**src/rtl/core/nec_tx_pkg.sv**
```systemverilog
`timescale 1ns / 1ps

package nec_tx_pkg;

  // Frame geometry
  localparam int FRAME_BITS  = 32;
  localparam int BIT_POS_W   = 6;
  localparam int BYTE_W      = 8;

  // Timing register widths
  localparam int DUR_W       = 16;
  localparam int GAP_TICKS_W = 20;
  localparam int CFG_DATA_W  = GAP_TICKS_W;
  localparam int CFG_IDX_W   = 3;

  // Default width of the frame-to-frame gap counter
  localparam int GAP_COUNTER_BITS_DEF = 20;

  // Register map
  localparam logic [CFG_IDX_W-1:0] CFG_HDR_MARK   = 3'd0;
  localparam logic [CFG_IDX_W-1:0] CFG_HDR_SPACE  = 3'd1;
  localparam logic [CFG_IDX_W-1:0] CFG_BIT_MARK   = 3'd2;
  localparam logic [CFG_IDX_W-1:0] CFG_ONE_SPACE  = 3'd3;
  localparam logic [CFG_IDX_W-1:0] CFG_ZERO_SPACE = 3'd4;
  localparam logic [CFG_IDX_W-1:0] CFG_STOP_MARK  = 3'd5;
  localparam logic [CFG_IDX_W-1:0] CFG_GAP        = 3'd6;

  // Register reset values (standard NEC timing in microseconds)
  localparam logic [DUR_W-1:0]       HDR_MARK_RST   = 16'd9000;
  localparam logic [DUR_W-1:0]       HDR_SPACE_RST  = 16'd4500;
  localparam logic [DUR_W-1:0]       BIT_MARK_RST   = 16'd560;
  localparam logic [DUR_W-1:0]       ONE_SPACE_RST  = 16'd1690;
  localparam logic [DUR_W-1:0]       ZERO_SPACE_RST = 16'd560;
  localparam logic [DUR_W-1:0]       STOP_MARK_RST  = 16'd560;
  localparam logic [GAP_TICKS_W-1:0] GAP_RST        = 20'd108000;

  typedef struct packed {
    logic [DUR_W-1:0]       hdr_mark;
    logic [DUR_W-1:0]       hdr_space;
    logic [DUR_W-1:0]       bit_mark;
    logic [DUR_W-1:0]       one_space;
    logic [DUR_W-1:0]       zero_space;
    logic [DUR_W-1:0]       stop_mark;
    logic [GAP_TICKS_W-1:0] gap;
  } nec_tx_cfg_t;

  typedef struct packed {
    logic mark;
    logic tx_busy;
    logic sequence_done;
    logic frame_start;
  } nec_tx_res_t;

  // Data word: address, ~address, command, ~command, low byte first
  function automatic logic [FRAME_BITS-1:0] build_word(input logic [BYTE_W-1:0] a,
                                                       input logic [BYTE_W-1:0] c);
    return {~c, c, ~a, a};
  endfunction

endpackage

```
**src/rtl/core/nec_tx_engine.sv**
```systemverilog
`timescale 1ns / 1ps

module nec_tx_engine #(
  parameter int GAP_COUNTER_BITS = nec_tx_pkg::GAP_COUNTER_BITS_DEF
) (
  input  logic                              clk,
  input  logic                              rst_n,
  input  logic                              step_en,
  input  logic                              in_kind,
  input  logic [nec_tx_pkg::BYTE_W-1:0]     in_addr,
  input  logic [nec_tx_pkg::BYTE_W-1:0]     in_cmd,
  input  logic [nec_tx_pkg::BYTE_W-1:0]     in_repeat_total,
  input  nec_tx_pkg::nec_tx_cfg_t           cfg,
  output nec_tx_pkg::nec_tx_res_t           res
);
  import nec_tx_pkg::*;

  localparam int GW    = GAP_COUNTER_BITS;
  localparam int CMP_W = (GW > GAP_TICKS_W) ? GW : GAP_TICKS_W;
  localparam logic [GW-1:0] GAP_MAX = {GW{1'b1}};

  typedef enum logic [2:0] {
    PH_IDLE      = 3'd0,
    PH_HDR_MARK  = 3'd1,
    PH_HDR_SPACE = 3'd2,
    PH_BIT_MARK  = 3'd3,
    PH_BIT_SPACE = 3'd4,
    PH_STOP      = 3'd5
  } phase_t;

  phase_t                  phase_r, phase_nxt;
  logic [FRAME_BITS-1:0]   shift_r, shift_nxt;
  logic [BIT_POS_W-1:0]    bitpos_r, bitpos_nxt;
  logic [DUR_W-1:0]        cd_r, cd_nxt;
  logic [GW-1:0]           gap_r, gap_nxt;
  logic [BYTE_W-1:0]       seq_addr_r, seq_addr_nxt;
  logic [BYTE_W-1:0]       seq_cmd_r, seq_cmd_nxt;
  logic [BYTE_W-1:0]       seq_total_r, seq_total_nxt;
  logic [BYTE_W-1:0]       sent_r, sent_nxt;
  logic                    active_r, active_nxt;
  nec_tx_res_t             res_r, res_nxt;

  // Next state for one request: either a tick or a start request
  always_comb begin
    logic gap_ok;
    logic started;

    phase_nxt     = phase_r;
    shift_nxt     = shift_r;
    bitpos_nxt    = bitpos_r;
    cd_nxt        = cd_r;
    gap_nxt       = gap_r;
    seq_addr_nxt  = seq_addr_r;
    seq_cmd_nxt   = seq_cmd_r;
    seq_total_nxt = seq_total_r;
    sent_nxt      = sent_r;
    active_nxt    = active_r;
    started       = 1'b0;

    if (in_kind) begin
      // start request: overwrite the sequence, skip the gap wait
      seq_addr_nxt  = in_addr;
      seq_cmd_nxt   = in_cmd;
      seq_total_nxt = in_repeat_total;
      sent_nxt      = '0;
      active_nxt    = 1'b1;
      gap_nxt       = GAP_MAX;
    end else begin
      // tick: gap counter saturates, phase timer counts down
      if (gap_r != GAP_MAX) gap_nxt = gap_r + 1'b1;
      if (phase_r != PH_IDLE) begin
        if (cd_r <= DUR_W'(1)) begin
          case (phase_r)
            PH_HDR_MARK: begin
              phase_nxt = PH_HDR_SPACE;
              cd_nxt    = cfg.hdr_space;
            end
            PH_HDR_SPACE: begin
              phase_nxt  = PH_BIT_MARK;
              bitpos_nxt = '0;
              cd_nxt     = cfg.bit_mark;
            end
            PH_BIT_MARK: begin
              phase_nxt = PH_BIT_SPACE;
              cd_nxt    = shift_r[0] ? cfg.one_space : cfg.zero_space;
            end
            PH_BIT_SPACE: begin
              shift_nxt  = shift_r >> 1;
              bitpos_nxt = bitpos_r + 1'b1;
              if (bitpos_nxt < BIT_POS_W'(FRAME_BITS)) begin
                phase_nxt = PH_BIT_MARK;
                cd_nxt    = cfg.bit_mark;
              end else begin
                phase_nxt = PH_STOP;
                cd_nxt    = cfg.stop_mark;
              end
            end
            default: begin
              phase_nxt = PH_IDLE;
              cd_nxt    = '0;
            end
          endcase
        end else begin
          cd_nxt = cd_r - 1'b1;
        end
      end
    end

    // sequence control: end it, or launch the next frame
    gap_ok = (CMP_W'(gap_nxt) >= CMP_W'(cfg.gap)) || (gap_nxt == GAP_MAX);
    if (active_nxt) begin
      if (sent_nxt >= seq_total_nxt) begin
        active_nxt = 1'b0;
      end else if (phase_nxt == PH_IDLE && gap_ok) begin
        shift_nxt  = build_word(seq_addr_nxt, seq_cmd_nxt);
        bitpos_nxt = '0;
        phase_nxt  = PH_HDR_MARK;
        cd_nxt     = cfg.hdr_mark;
        gap_nxt    = '0;
        sent_nxt   = sent_nxt + 1'b1;
        started    = 1'b1;
      end
    end

    res_nxt.mark          = (phase_nxt == PH_HDR_MARK) || (phase_nxt == PH_BIT_MARK) ||
                            (phase_nxt == PH_STOP);
    res_nxt.tx_busy       = (phase_nxt != PH_IDLE);
    res_nxt.sequence_done = ~active_nxt;
    res_nxt.frame_start   = started;
  end

  // State and result register, advanced once per accepted request
  always_ff @(posedge clk) begin
    if (!rst_n) begin
      phase_r     <= PH_IDLE;
      shift_r     <= '0;
      bitpos_r    <= '0;
      cd_r        <= '0;
      gap_r       <= GAP_MAX;
      seq_addr_r  <= '0;
      seq_cmd_r   <= '0;
      seq_total_r <= '0;
      sent_r      <= '0;
      active_r    <= 1'b0;
      res_r       <= '0;
    end else if (step_en) begin
      phase_r     <= phase_nxt;
      shift_r     <= shift_nxt;
      bitpos_r    <= bitpos_nxt;
      cd_r        <= cd_nxt;
      gap_r       <= gap_nxt;
      seq_addr_r  <= seq_addr_nxt;
      seq_cmd_r   <= seq_cmd_nxt;
      seq_total_r <= seq_total_nxt;
      sent_r      <= sent_nxt;
      active_r    <= active_nxt;
      res_r       <= res_nxt;
    end
  end

  assign res = res_r;

  // A frame opens in header mark with the gap counter restarted
  a_start_hdr: assert property (@(posedge clk) disable iff (!rst_n)
    res_r.frame_start |-> (phase_r == PH_HDR_MARK) && (gap_r == '0) && res_r.mark)
    else $error("frame start without header mark or gap restart");

  // Marks only occur inside a frame
  a_mark_busy: assert property (@(posedge clk) disable iff (!rst_n)
    res_r.mark |-> res_r.tx_busy)
    else $error("mark outside a frame");

  // Never more frames than requested
  a_sent_bound: assert property (@(posedge clk) disable iff (!rst_n)
    sent_r <= seq_total_r)
    else $error("frame count exceeds repeat total");

  // Idle transmitter holds a cleared phase timer
  a_idle_cd: assert property (@(posedge clk) disable iff (!rst_n)
    (phase_r == PH_IDLE) |-> (cd_r == '0))
    else $error("phase timer running while idle");

endmodule

```
**src/rtl/core/nec_ir_frame_transmitter.sv**
```systemverilog
`timescale 1ns / 1ps
// Output: the result for a request is on out_* in the cycle after acceptance.
// Throughput: one request per cycle unless in_stall; the state update (phase
//   timer, gap counter, frame launch) is one combinational step into registers.
// Reset: synchronous, active low; timing registers return to NEC defaults, the
//   transmitter goes idle with no sequence and a saturated gap counter.
module nec_ir_frame_transmitter #(
  parameter int GAP_COUNTER_BITS = nec_tx_pkg::GAP_COUNTER_BITS_DEF
) (
  input  logic                              clk,
  input  logic                              rst_n,
  input  logic                              in_valid,
  output logic                              in_stall,
  input  logic                              in_kind,
  input  logic [nec_tx_pkg::BYTE_W-1:0]     in_addr,
  input  logic [nec_tx_pkg::BYTE_W-1:0]     in_cmd,
  input  logic [nec_tx_pkg::BYTE_W-1:0]     in_repeat_total,
  output logic                              out_valid,
  input  logic                              out_stall,
  output logic                              out_mark,
  output logic                              out_tx_busy,
  output logic                              out_sequence_done,
  output logic                              out_frame_start,
  input  logic                              cfg_valid,
  output logic                              cfg_ready,
  input  logic [nec_tx_pkg::CFG_IDX_W-1:0]  cfg_index,
  input  logic [nec_tx_pkg::CFG_DATA_W-1:0] cfg_data
);
  import nec_tx_pkg::*;

  nec_tx_cfg_t cfg_r;
  nec_tx_res_t res;
  logic        out_valid_r, out_valid_nxt;
  logic        accept;

  // Handshake: result register drains or is empty, so a request enters
  assign in_stall      = out_valid_r & out_stall;
  assign accept        = in_valid & ~in_stall;
  assign out_valid_nxt = accept | (out_valid_r & out_stall);
  assign cfg_ready     = 1'b1;

  always_ff @(posedge clk) begin
    if (!rst_n) begin
      out_valid_r <= 1'b0;
    end else begin
      out_valid_r <= out_valid_nxt;
    end
  end

  // Timing registers
  always_ff @(posedge clk) begin
    if (!rst_n) begin
      cfg_r.hdr_mark   <= HDR_MARK_RST;
      cfg_r.hdr_space  <= HDR_SPACE_RST;
      cfg_r.bit_mark   <= BIT_MARK_RST;
      cfg_r.one_space  <= ONE_SPACE_RST;
      cfg_r.zero_space <= ZERO_SPACE_RST;
      cfg_r.stop_mark  <= STOP_MARK_RST;
      cfg_r.gap        <= GAP_RST;
    end else if (cfg_valid && cfg_ready) begin
      case (cfg_index)
        CFG_HDR_MARK:   cfg_r.hdr_mark   <= cfg_data[DUR_W-1:0];
        CFG_HDR_SPACE:  cfg_r.hdr_space  <= cfg_data[DUR_W-1:0];
        CFG_BIT_MARK:   cfg_r.bit_mark   <= cfg_data[DUR_W-1:0];
        CFG_ONE_SPACE:  cfg_r.one_space  <= cfg_data[DUR_W-1:0];
        CFG_ZERO_SPACE: cfg_r.zero_space <= cfg_data[DUR_W-1:0];
        CFG_STOP_MARK:  cfg_r.stop_mark  <= cfg_data[DUR_W-1:0];
        CFG_GAP:        cfg_r.gap        <= cfg_data[GAP_TICKS_W-1:0];
        default: ;
      endcase
    end
  end

  nec_tx_engine #(
    .GAP_COUNTER_BITS (GAP_COUNTER_BITS)
  ) u_engine (
    .clk             (clk),
    .rst_n           (rst_n),
    .step_en         (accept),
    .in_kind         (in_kind),
    .in_addr         (in_addr),
    .in_cmd          (in_cmd),
    .in_repeat_total (in_repeat_total),
    .cfg             (cfg_r),
    .res             (res)
  );

  assign out_valid         = out_valid_r;
  assign out_mark          = res.mark;
  assign out_tx_busy       = res.tx_busy;
  assign out_sequence_done = res.sequence_done;
  assign out_frame_start   = res.frame_start;

  // Every accepted request yields a result on the next cycle
  a_accept_result: assert property (@(posedge clk) disable iff (!rst_n)
    accept |=> out_valid)
    else $error("accepted request produced no result");

  // A result held under stall keeps its value
  a_hold_result: assert property (@(posedge clk) disable iff (!rst_n)
    (out_valid && out_stall) |=> $stable(res))
    else $error("stalled result changed");

  // A result sitting under stall blocks the input side
  a_block_input: assert property (@(posedge clk) disable iff (!rst_n)
    (out_valid && out_stall) |-> !accept)
    else $error("request accepted over a stalled result");

endmodule
```
**config.mk**
```make
export PLATFORM = sky130hd
export DESIGN_NAME = nec_ir_frame_transmitter
export DESIGN_NICKNAME = d
export VERILOG_FILES = /design/src/rtl/core/nec_tx_pkg.sv /design/src/rtl/core/nec_tx_engine.sv /design/src/rtl/core/nec_ir_frame_transmitter.sv
export SDC_FILE = /design/constraint.sdc
export NUM_CORES = 1
export LEC_CHECK = 0
export BUFFER_PORTS_ARGS = -buffer_cell sky130_fd_sc_hd__buf_2
export CAP_MARGIN = 20
export CORE_UTILIZATION = 48
export DETAILED_ROUTE_END_ITERATION = 7
export PLACE_DENSITY = 0.77
export SLEW_MARGIN = 20
export SYNTH_ARGS = -nofsm -noshare
export SYNTH_HDL_FRONTEND = slang
export SYNTH_SLANG_ARGS = --single-unit
```
**constraint.sdc**
```tcl
create_clock -name clk -period 8 [get_ports clk]
set_input_delay 0.4 -clock clk [delete_from_list [all_inputs] [get_ports clk]]
set_output_delay 0.4 -clock clk [all_outputs]
set_load 0.05 [all_outputs]
```
### Word-level counts from Yosys, hierarchy flattened

Cells that the tools add are included.

| cells by class | value |
|---|---|
| muxes and demuxes | 49 |
| reduce and logical (&&, ||, !) cells | 15 |
| bitwise logic cells | 7 |
| add/sub/neg operators | 4 |
| order comparisons | 4 |
| equality and inequality tests | 15 |

Operators by type and width:

| operator | number |
|---|---|
| 32-bit 2-to-1 mux | 7 |
| 16-bit 2-to-1 mux | 8 |
| 20-bit 2-to-1 mux | 5 |
| 16-bit case mux with 4 select lines | 1 |
| 8-bit 2-to-1 mux | 7 |
| 6-bit 2-to-1 mux | 6 |
| 3-bit 2-to-1 mux | 7 |
| 20-bit by 1-bit adder with 20-bit output (second input constant) | 1 |
| 20-bit == test (second input constant) | 1 |
| 20-bit greater-or-equal comparator | 1 |
| 20-bit != test (second input constant) | 1 |
| 16-bit by 1-bit <= comparator with 1-bit output (second input constant) | 1 |
| 8-bit NOT | 2 |
| 16-bit by 1-bit subtractor with 16-bit output (second input constant) | 1 |
| 3-bit by 2-bit == test with 1-bit output (second input constant) | 5 |
| 3-bit == test (second input constant) | 5 |
| 2-bit AND reduction | 7 |
| 3-bit case mux with 4 select lines | 1 |
| 6-bit case mux with 2 select lines | 1 |
| 3-bit by 1-bit == test with 1-bit output (second input constant) | 3 |
| 8-bit by 1-bit adder with 8-bit output (second input constant) | 1 |
| 8-bit greater-or-equal comparator | 1 |
| 6-bit by 1-bit adder with 6-bit output (second input constant) | 1 |
| 3-bit logical NOT | 2 |
| other kinds (8) | 18 |

| word-level totals | value |
|---|---|
| flip-flop bits (word level) | 231 |
| output and inout bits | 7 |
| word-level logic and storage cells | 116 |
| bits of input ports | 53 |

### Depth between registers and ports, before layout

Gate-level depths: netlist (run 1).

| depth | value |
|---|---|
| depth in word-level cells | 15 |
| mapped depth | 20 |
| depth with buffers taken out | 17 |

### Cells and area by module

From an unflattened synthesis (run 1), not the netlist that was laid out.

| second synthesis, totals | value |
|---|---|
| cell total of the unflattened synthesis | 1,440 |
| area, all modules | 12,169.2 um^2 |

Modules (own cells, without submodules):

| module | seq. area each (um^2) | cells an instance | area each (um^2) | instances |
|---|---|---|---|---|
| nec_tx_engine | 2,282.2 | 1,013 | 7,717.4 | 1 |
| nec_ir_frame_transmitter | 2,342.2 | 427 | 4,451.8 | 1 |

### Worst setup path after synthesis (run 1)

No wires, ideal clock.

| path | value |
|---|---|
| kind | input -> register |
| start | input in_kind |
| end | register u_engine.gap_r[11] |
| library setup time | 0.134 ns |
| path buffers | 5 |
| setup slack | 3.718 ns |
| required time | 7.866 ns |
| cell stages on the path | 16 |
| arrival | 4.148 ns |
| cells stage by stage | clkbuf_1 > buf_1 > clkbuf_1 > mux2_2 > ha_1 > nand2b_1 > a21o_1 > a21o_1 > a21oi_1 > o221ai_1 > or2_2 > or2_2 > clkbuf_1 > clkbuf_1 > a21oi_1 > o21ai_0 |

| between the ends | value |
|---|---|
| elaborated cells on any way between the ends | 14 |
| classes of those cells | order compare: 2; eq/ne: 1; mux: 8; reduce/logical: 3 |

RTL lines:

| item | line | RTL |
|---|---|---|
| start: declaration | nec_ir_frame_transmitter.sv:14 | `input logic in_kind,` |
| 8-bit 2-to-1 mux | nec_tx_engine.sv:60 | `if (in_kind) begin` |
| via u_engine.seq_total_nxt[0] | nec_tx_engine.sv:38 | `logic [BYTE_W-1:0] seq_total_r, seq_total_nxt;` |
| 8-bit greater-or-equal comparator | nec_tx_engine.sv:112 | `if (sent_nxt >= seq_total_nxt) begin` |
| 20-bit 2-to-1 mux | nec_tx_engine.sv:112 |  |
| 20-bit 2-to-1 mux | nec_tx_engine.sv:111 | `if (active_nxt) begin` |
| end signal: assignment | nec_tx_engine.sv:151 | `gap_r <= gap_nxt;` |
| end: declaration | nec_tx_engine.sv:35 | `logic [GW-1:0] gap_r, gap_nxt;` |

The timed path passes the listed nets, and every way through them passes these cells.
A chain may end at the register's enable or synchronous reset.

### Worst setup path in the final report (run 1)

| path | value |
|---|---|
| start | register u_engine.gap_r[0] |
| end | register u_engine.shift_r[12] |

| between the ends | value |
|---|---|
| word-level cells in the longest chain between the ends | 9 |
| elaborated cells on any way between the ends | 11 |
| classes of those cells | add/sub: 1; order compare: 1; eq/ne: 2; mux: 5; reduce/logical: 2 |

RTL lines:

| item | line | RTL |
|---|---|---|
| 20-bit by 1-bit adder with 20-bit output or 20-bit != test (tied branches) | nec_tx_engine.sv:70 | `if (gap_r != GAP_MAX) gap_nxt = gap_r + 1'b1;` |
| 20-bit 2-to-1 mux (*) | nec_tx_engine.sv:70 |  |
| 20-bit 2-to-1 mux (*) | nec_tx_engine.sv:60 |  |
| 20-bit greater-or-equal comparator or 20-bit == test (tied branches) | nec_tx_engine.sv:110 | `gap_ok = (CMP_W'(gap_nxt) >= CMP_W'(cfg.gap)) \|\| (gap_nxt == GAP_MAX);` |
| 1-bit logical OR (*) | nec_tx_engine.sv:110 |  |
| 1-bit logical AND (*) | nec_tx_engine.sv:114 | `end else if (phase_nxt == PH_IDLE && gap_ok) begin` |
| 32-bit 2-to-1 mux (*) | nec_tx_engine.sv:114 |  |
| 32-bit 2-to-1 mux (*) | nec_tx_engine.sv:112 |  |
| 32-bit 2-to-1 mux (*) | nec_tx_engine.sv:111 |  |
| end signal: assignment | nec_tx_engine.sv:148 | `shift_r <= shift_nxt;` |
| end: declaration | nec_tx_engine.sv:32 | `logic [FRAME_BITS-1:0] shift_r, shift_nxt;` |

Every way passes the cells marked *; elsewhere a longest branch is shown, timed or not.

==> results of run 1 <==
==> state kept, by name (all words and copies together) (netlist names), 3 cells and up <==
name,count
u_engine.seq_addr_r,8
cfg_r,116
u_engine.shift_r,32
u_engine.phase_r,3
u_engine.res,4
u_engine.sent_r,8
u_engine.gap_r,20
u_engine.seq_total_r,8
u_engine.cd_r,16
u_engine.seq_cmd_r,8
u_engine.bitpos_r,6
==> layer usage <==
metal / GRT usage, % / up-vias / part of all wire (%)
met3: 3.64 / 88 / 6.8
met5: 0 / - / 0
met2: 37.9 / 409 / 45
met4: 8.31 / 0 / 3.2
met1: 31.2 / 5118 / 45
li1: - / 5344 / -
==> metrics by stage <==
step	instances	util, %	area (µm²)
4_1_cts	1861	54.5	13300
2_1_floorplan	1523	-	12000
3_3_place_gp	1817	50.9	12400
5_1_grt	1861	54.6	13300
3_5_place_dp	1817	50.9	12400
6_report	1861	54.6	13300
==> cell families after synthesis <==
family,Yosys count
simple gates,640
compound gates,389
flops,231
buf+inv,173
mux,46
fa+ha+maj,33
xor+xnor,10
other cells,1
==> critical path, delay by kind of cell (launching register included) <==
kind / cells / cell delay [ns]
AND/OR/NAND/NOR: 9 / 2.66
AO/OA/AOI/OAI: 5 / 1.19
flip-flops: 1 / 0.46
XOR/XNOR: 1 / 0.17
adder cells (fa/ha/maj): 2 / 0.58
==> layout by cell type, fill, tap and decap left out, drive strengths merged, types with 15 or more instances in the layout <==
cell type | synthesis | routed
nand2 | 353 | 353
dfxtp | 231 | 231
o21ai | 96 | 96
nand3 | 95 | 95
a21boi | 94 | 94
buf | 15 | 72
inv | 71 | 71
nor2 | 66 | 66
a21oi | 48 | 48
mux2i | 44 | 44
a221oi | 41 | 41
clkbuf | 87 | 38
ha | 33 | 33
nand4 | 22 | 22
nor3 | 22 | 22
nor2b | 21 | 21
o211a | 18 | 18
a31oi | 15 | 15
==> layout make-up <==
class | count | area [µm²] | area share (%)
Multi-Input combinational cell | 1119 | 6730 | 50.6
Sequential cell | 231 | 4620 | 34.8
Clock buffer | 38 | 744 | 5.60
Tap cell | 324 | 405 | 3.05
Timing Repair Buffer | 72 | 402 | 3.02
Inverter | 71 | 267 | 2.00
Clock inverter | 6 | 133 | 0.997
==> power breakdown <==
| group | switching [mW] | internal (mW) | total (mW) | leakage (nW) |
|---|---|---|---|---|
| registers | 0.0558 | 1.22 | 1.27 | 1.89 |
| logic | 0.359 | 0.195 | 0.555 | 2.89 |
| clock network | 0.471 | 0.766 | 1.24 | 0.426 |
| total | 0.886 | 2.18 | 3.06 | 5.20 |
==> worst min path at each step <==
| stage | end | cells past startpoint |
|---|---|---|
| floorplan | u_engine.shift_r[9]$_SDFFE_PN0P_ | 2 |
| global placement | u_engine.shift_r[10]$_SDFFE_PN0P_ | 2 |
| detailed placement | u_engine.shift_r[11]$_SDFFE_PN0P_ | 2 |
| CTS | cfg_r[16]$_SDFFE_PN1P_ | 3 |
| global route | cfg_r[16]$_SDFFE_PN1P_ | 3 |
| finish | cfg_r[16]$_SDFFE_PN1P_ | 3 |
==> out/qor.txt, run 1 <==
status = finished clean
row count = 57
PortBufs = 58
final-layout fill cell count = 2284
reg-to-reg endpoint = u_engine.shift_r[12]$_SDFFE_PN0P_
Post-CTS Hold Buffers = 0
Least-Margin Pin Slew = 1.06 ns
Slew Limit Headroom = 29.2%
Worst Min Path Start = cfg_data[16]
initial drt markers = 953
FF+latch count, synth = 231
diode count = 0
Global Route Usage Sum = 23.3%
clock period minus worst slack = 5.24 ns
share of cells above drive strength 1 = 10.6%
R2R Path Start = u_engine.gap_r[0]$_SDFFE_PN1P_
post-cts resize count = 0
syn nets = 1609
CTS root buffer = clkbuf_16
worst-case clock skew = 0.0140 ns
Area contributors post-synth = dfxtp_1 39%, nand2_1 11%, a21boi_0 5.9%, nand3_1 4.0%, o21ai_0 3.9%
Synth top cells by count = 353 x nand2_1, 231 x dfxtp_1, 95 x nand3_1, 94 x a21boi_0, 93 x o21ai_0
initial antenna violation count = 0
mux share of post-synthesis cell area = 3.86%
vias in the first global route = 10118
Critical Path End = u_engine.shift_r[12]$_SDFFE_PN0P_
Netlist Area Pre-Place = 12000 µm²
critical-path cell list = ha_1, nand3_1, or2_0, nor3_2, nor3b_1, xnor2_1, nand2_1, ha_1, o21ai_0, nand2b_1, a21oi_1, nor4_1, a211o_1, a41oi_2, nor4_4, nor2_4, a211oi_1
final setup margin = 2.76 ns
Routed Antenna Nets = 0
Required @ worst endpoint = 8.36 ns
crit share post-route = 65.5%
Critical Path Sink Type = flip-flop
slowest stage cell on the critical path = nor2_4
pin count of the biggest net entering global routing = 130
CP Data Arrival Time = 5.60 ns
vias per inst = 5.89
die span in y = 160 µm
Clock Pin Slew Worst Setup and Hold Paths = 0.06 ns
area grow syn2layout = 10.9%
PwrDens = 230 nW/µm²
final net count = 1606
post-synth top area cell = dfxtp_1
EDFF count, synth = 0
setup TNS = 0 ns
most frequently used flop master after synthesis = dfxtp_1
buffer count from post-CTS setup fixing = 0
first-pass iteration count of the detailed router = 7
global-route wire length before repair = 50.1 mm
Fmax = 191 MHz
Max-cap violations = 0
Worst VDD drop = 184 µV
global route overflow = 0
synth unique cells = 67
Adder-Cell Fraction of Synth Area = 3.44%
slowest stage delay, CP = 0.84 ns
worst skew pair latency = 0.53 ns
post-synthesis simple-gate area fraction = 23.9%
mean post-synth cell area = 7.88 µm²
Sink Count = 231
flop-to-flop setup slack = 2.76 ns
Gate Count Post-Synth = 1523
class of the worst hold path = in -> reg
area share of the largest cell type after synthesis = 38.5%
total CTS buffers = 25
warnings from Yosys = 0
H-Tree Depth = 1
Setup crit start kind = flip-flop
post-synthesis compound-gate area fraction = 23.9%
drt drc = 0
CP Launch Point = u_engine.gap_r[0]$_SDFFE_PN1P_
Placement Setup Slack = 2.81 ns
routed len/inst = 16.6 µm
Final GP Congestion = 0.923
Setup Viol. Count Final = 0
I/O pins = 60
Synth async-reset ratio = 0%
sequential element share of the synthesized area = 38.5%
most used cell, CP = ha_1
main combinational cell family by area after synthesis = simple AND/OR/NAND/NOR gates
Overall Power = 3.06 mW
Post-Synth XOR/XNOR Area = 0.730%
detailed-route via count = 10959
hold slack = 0.108 ns
top-count cell post-synth = nand2_1
crit path kind = reg -> reg
max-slew violations = 0
die width = 160 µm
Clock Path Buffers = 3
WL final = 30.9 mm
RSZ-0062 raised after global routing = false
Reg2Reg Depth = 17
full die area = 25600 µm²
Core Area = 24400 µm²
Pleak = 5.20 nW
Starting Density = 49.2%
largest fanout on the critical path = 30
CTS tree = built
Final Hold Fails = 0
DP HPWL = 20.1 mm
Power figures use the tool's default switching activity.
==> inputs of run 2 (changes only) <==
==> constraint.sdc (replaced) <==
create_clock -name clk -period 5.06 [get_ports clk]
set_input_delay 0.253 -clock clk [delete_from_list [all_inputs] [get_ports clk]]
set_output_delay 0.253 -clock clk [all_outputs]
set_load 0.05 [all_outputs]
==> run 2 against run 1 <==
Combinational power rose by 63%. Critical endpoint is now u_engine.sent_r[4]$_SDFFE_PN0P_. Non-clock buffer count rose by 18. Critical path depth rose by 1. Cell count rose by 1.1%. Routed wire length fell by 1.3%. Flip-flop and latch count did not move. Sequential share of layout area fell by 0.54 points.
==> out/qor.txt, run 2 (same netlist as run 1, synthesis figures left out) <==
status = finished clean (unchanged)
Storage cell area = 4620 µm² (unchanged)
Setup crit start kind = flip-flop (unchanged)
max-slew violations = 0 (unchanged)
Most flops, register = cfg_r (unchanged)
area grow syn2layout = 12.6% (was 10.9%)
RSZ-0062 raised after global routing = false (unchanged)
vias per inst = 5.84 (was 5.89)
Pleak = 5.30 nW (was 5.20 nW)
Hold EP = u_engine.seq_addr_r[3]$_SDFFE_PN0P_ (was cfg_r[16]$_SDFFE_PN1P_)
I/O pins = 60 (unchanged)
initial drt markers = 830 (was 953)
setup TNS = 0 ns (unchanged)
global-route wire length before repair = 51.0 mm (was 50.1 mm)
final net count = 1625 (was 1606)
Clock Pin Slew Worst Setup and Hold Paths = 0.06 ns (about the same)
class of the worst hold path = in -> reg (unchanged)
global route overflow = 0 (unchanged)
Starting Density = 49.2% (unchanged)
Clock Path Buffers = 3 (unchanged)
Required @ worst endpoint = 5.49 ns (was 8.36 ns)
Worst VDD drop = 240 µV (was 184 µV)
worst hold stages = 3 (unchanged)
Worst Min Path Start = in_addr[3] (was cfg_data[16])
Global Route Usage Sum = 23.7% (was 23.3%)
worst-case clock skew = 0.00859 ns (was 0.0140 ns)
most common cell after layout, fill and taps aside = nand2_1 (unchanged)
routed len/inst = 16.2 µm (was 16.6 µm)
final core utilization = 55.4% (was 54.6%)
clock network fraction of design power = 40.2% (was 40.3%)
crit share post-route = 90.5% (was 65.5%)
flop-to-flop setup slack = 0.48 ns (was 2.76 ns)
total CTS buffers = 25 (unchanged)
Least-Margin Pin Slew = 0.903 ns (was 1.06 ns)
Multi-input gate area = 6730 µm² (about the same)
share of cells above drive strength 1 = 11.3% (was 10.6%)
clock period minus worst slack = 4.58 ns (was 5.24 ns)
Fmax = 218 MHz (was 191 MHz)
combinational fraction of design power = 18.6% (was 18.1%)
WL final = 30.5 mm (was 30.9 mm)
R2R Path Start = u_engine.gap_r[0]$_SDFFE_PN1P_ (unchanged)
Final GP Congestion = 0.923 (about the same)
Final Hold Fails = 0 (unchanged)
reg-to-reg endpoint = u_engine.sent_r[4]$_SDFFE_PN0P_ (was u_engine.shift_r[12]$_SDFFE_PN0P_)
Int Pwr = 3.46 mW (was 2.18 mW)
switching fraction of total power = 29.1% (was 28.9%)
sequential group share of total power = 41.2% (was 41.6%)
row count = 57 (unchanged)
full die area = 25600 µm² (unchanged)
max reg flops = 116 (unchanged)
drt drc = 0 (unchanged)
Routed Antenna Nets = 0 (unchanged)
CTS root buffer = clkbuf_16 (unchanged)
first-pass iteration count of the detailed router = 5 (was 7)
Largest regs = cfg_r: 116 flops, u_engine.shift_r: 32 flops, u_engine.gap_r: 20 flops (unchanged)
CTS tree = built (unchanged)
Psw = 1.42 mW (was 0.886 mW)
pin count of the biggest net entering global routing = 127 (was 130)
Core Area = 24400 µm² (unchanged)
worst skew pair latency = 0.53 ns (about the same)
PortBufs = 58 (unchanged)
Max-cap violations = 0 (unchanged)
highest-count cells in the layout ignoring fill and taps = 353 x nand2_1, 231 x dfxtp_1, 95 x nand3_1 (was 353 x nand2_1, 231 x dfxtp_1, 94 x nand3_1, 94 x a21boi_0, 93 x o21ai_0)
initial antenna violation count = 0 (unchanged)
H-Tree Depth = 1 (unchanged)
vias in the first global route = 10230 (was 10118)
Reg2Reg Depth = 18 (was 17)
crit path kind = reg -> reg (unchanged)
Slew Limit Headroom = 39.8% (was 29.2%)
final-layout fill cell count = 2261 (was 2284)
die width = 160 µm (unchanged)
Sink Count = 231 (unchanged)
largest fanout on the critical path = 48 (was 30)
die span in y = 160 µm (unchanged)
CP Data Arrival Time = 5.01 ns (was 5.60 ns)
Setup Viol. Count Final = 0 (unchanged)
diode count = 0 (unchanged)
detailed-route via count = 11000 (was 10959)
PwrDens = 361 nW/µm² (was 230 nW/µm²)
Critical Path Sink Type = flip-flop (unchanged)
DP HPWL = 20.2 mm (was 20.1 mm)
-- run 2: changes by cell type in the layout (fill, tap and decap cells not counted), moves of 2 or more --
cell           delta
clkinv_2          +2
dlygate4sd3_1     +9
buf_12            +3
buf_4             +6
nor2_2            +2
-- run 2: metrics by stage --
stage	hold WS [ns]	instances	cell area, µm²	power [mW]	setup slack (ns)
finish	0.0180	1882	13500	4.88	0.479
global route	0.0371	1882	13500	5.09	0.162
CTS	0.00855	1881	13500	4.89	0.181
detailed placement	0.445	1826	12500	2.93	0.227
global placement	0.441	1826	12500	2.91	0.277
floorplan	0.377	1523	12000	2.68	0.925
-- run 2: worst max-delay path by stage --
stage | startpoint | end | cells after the start
6_report | u_engine.gap_r[0]$_SDFFE_PN1P_ | u_engine.sent_r[4]$_SDFFE_PN0P_ | 18
2_1_floorplan | in_kind | u_engine.gap_r[11]$_SDFFE_PN1P_ | 16
3_5_place_dp | u_engine.gap_r[0]$_SDFFE_PN1P_ | u_engine.shift_r[11]$_SDFFE_PN0P_ | 17
3_3_place_gp | u_engine.gap_r[0]$_SDFFE_PN1P_ | u_engine.shift_r[12]$_SDFFE_PN0P_ | 17
5_1_grt | u_engine.gap_r[5]$_SDFFE_PN1P_ | u_engine.sent_r[4]$_SDFFE_PN0P_ | 17
4_1_cts | u_engine.gap_r[0]$_SDFFE_PN1P_ | u_engine.shift_r[9]$_SDFFE_PN0P_ | 17
-- run 2: layer usage --
layer / vias up / GRT usage (%) / part of all wire, %
met5: - / 0 / 0
met4: 0 / 6.10 / 2.3
met3: 48 / 2.94 / 6.3
met2: 370 / 39.2 / 46
met1: 5194 / 32.4 / 45
li1: 5388 / - / -
-- run 2: power groups by stage --
stage	clock network, mW	registers [mW]	logic, mW
floorplan	0	2.03	0.649
global placement	0	2.04	0.868
detailed placement	0	2.05	0.885
CTS	1.99	2.01	0.895
global route	2.07	2.02	1.00
finish	1.96	2.01	0.906
-- run 2: layout make-up --
| class | count | share of cell area (%) |
|---|---|---|
| Multi-Input combinational cell | 1120 | 49.8 |
| Sequential cell | 231 | 34.2 |
| Clock buffer | 36 | 5.38 |
| Timing Repair Buffer | 90 | 4.42 |
| Tap cell | 324 | 3.00 |
| Inverter | 71 | 1.97 |
| Clock inverter | 10 | 1.19 |
-- run 2: repair_timing --
item / CTS / global route
buffers inserted: 0 / 0
setup endpoints to repair: 0 / 30
endpoints found under the hold margin: 9 / 0
gates resized for setup: 0 / 1
hold buffers: 9 / 0
-- run 2: worst max-delay path, cell delays in order (launching register included) --
cell and delay (ns):
dfxtp_1 0.46, ha_1 0.25, nand3_1 0.11, or2_0 0.40
nor3_2 0.52, nor3b_1 0.13, xnor2_1 0.16, nand2_1 0.10
ha_1 0.31, o21ai_0 0.07, nand2b_1 0.07, a21oi_1 0.06
nor4_1 0.24, a211o_1 0.19, a41oi_2 0.08, nor4_4 0.60
buf_12 0.34, a31oi_1 0.14, o21a_1 0.19
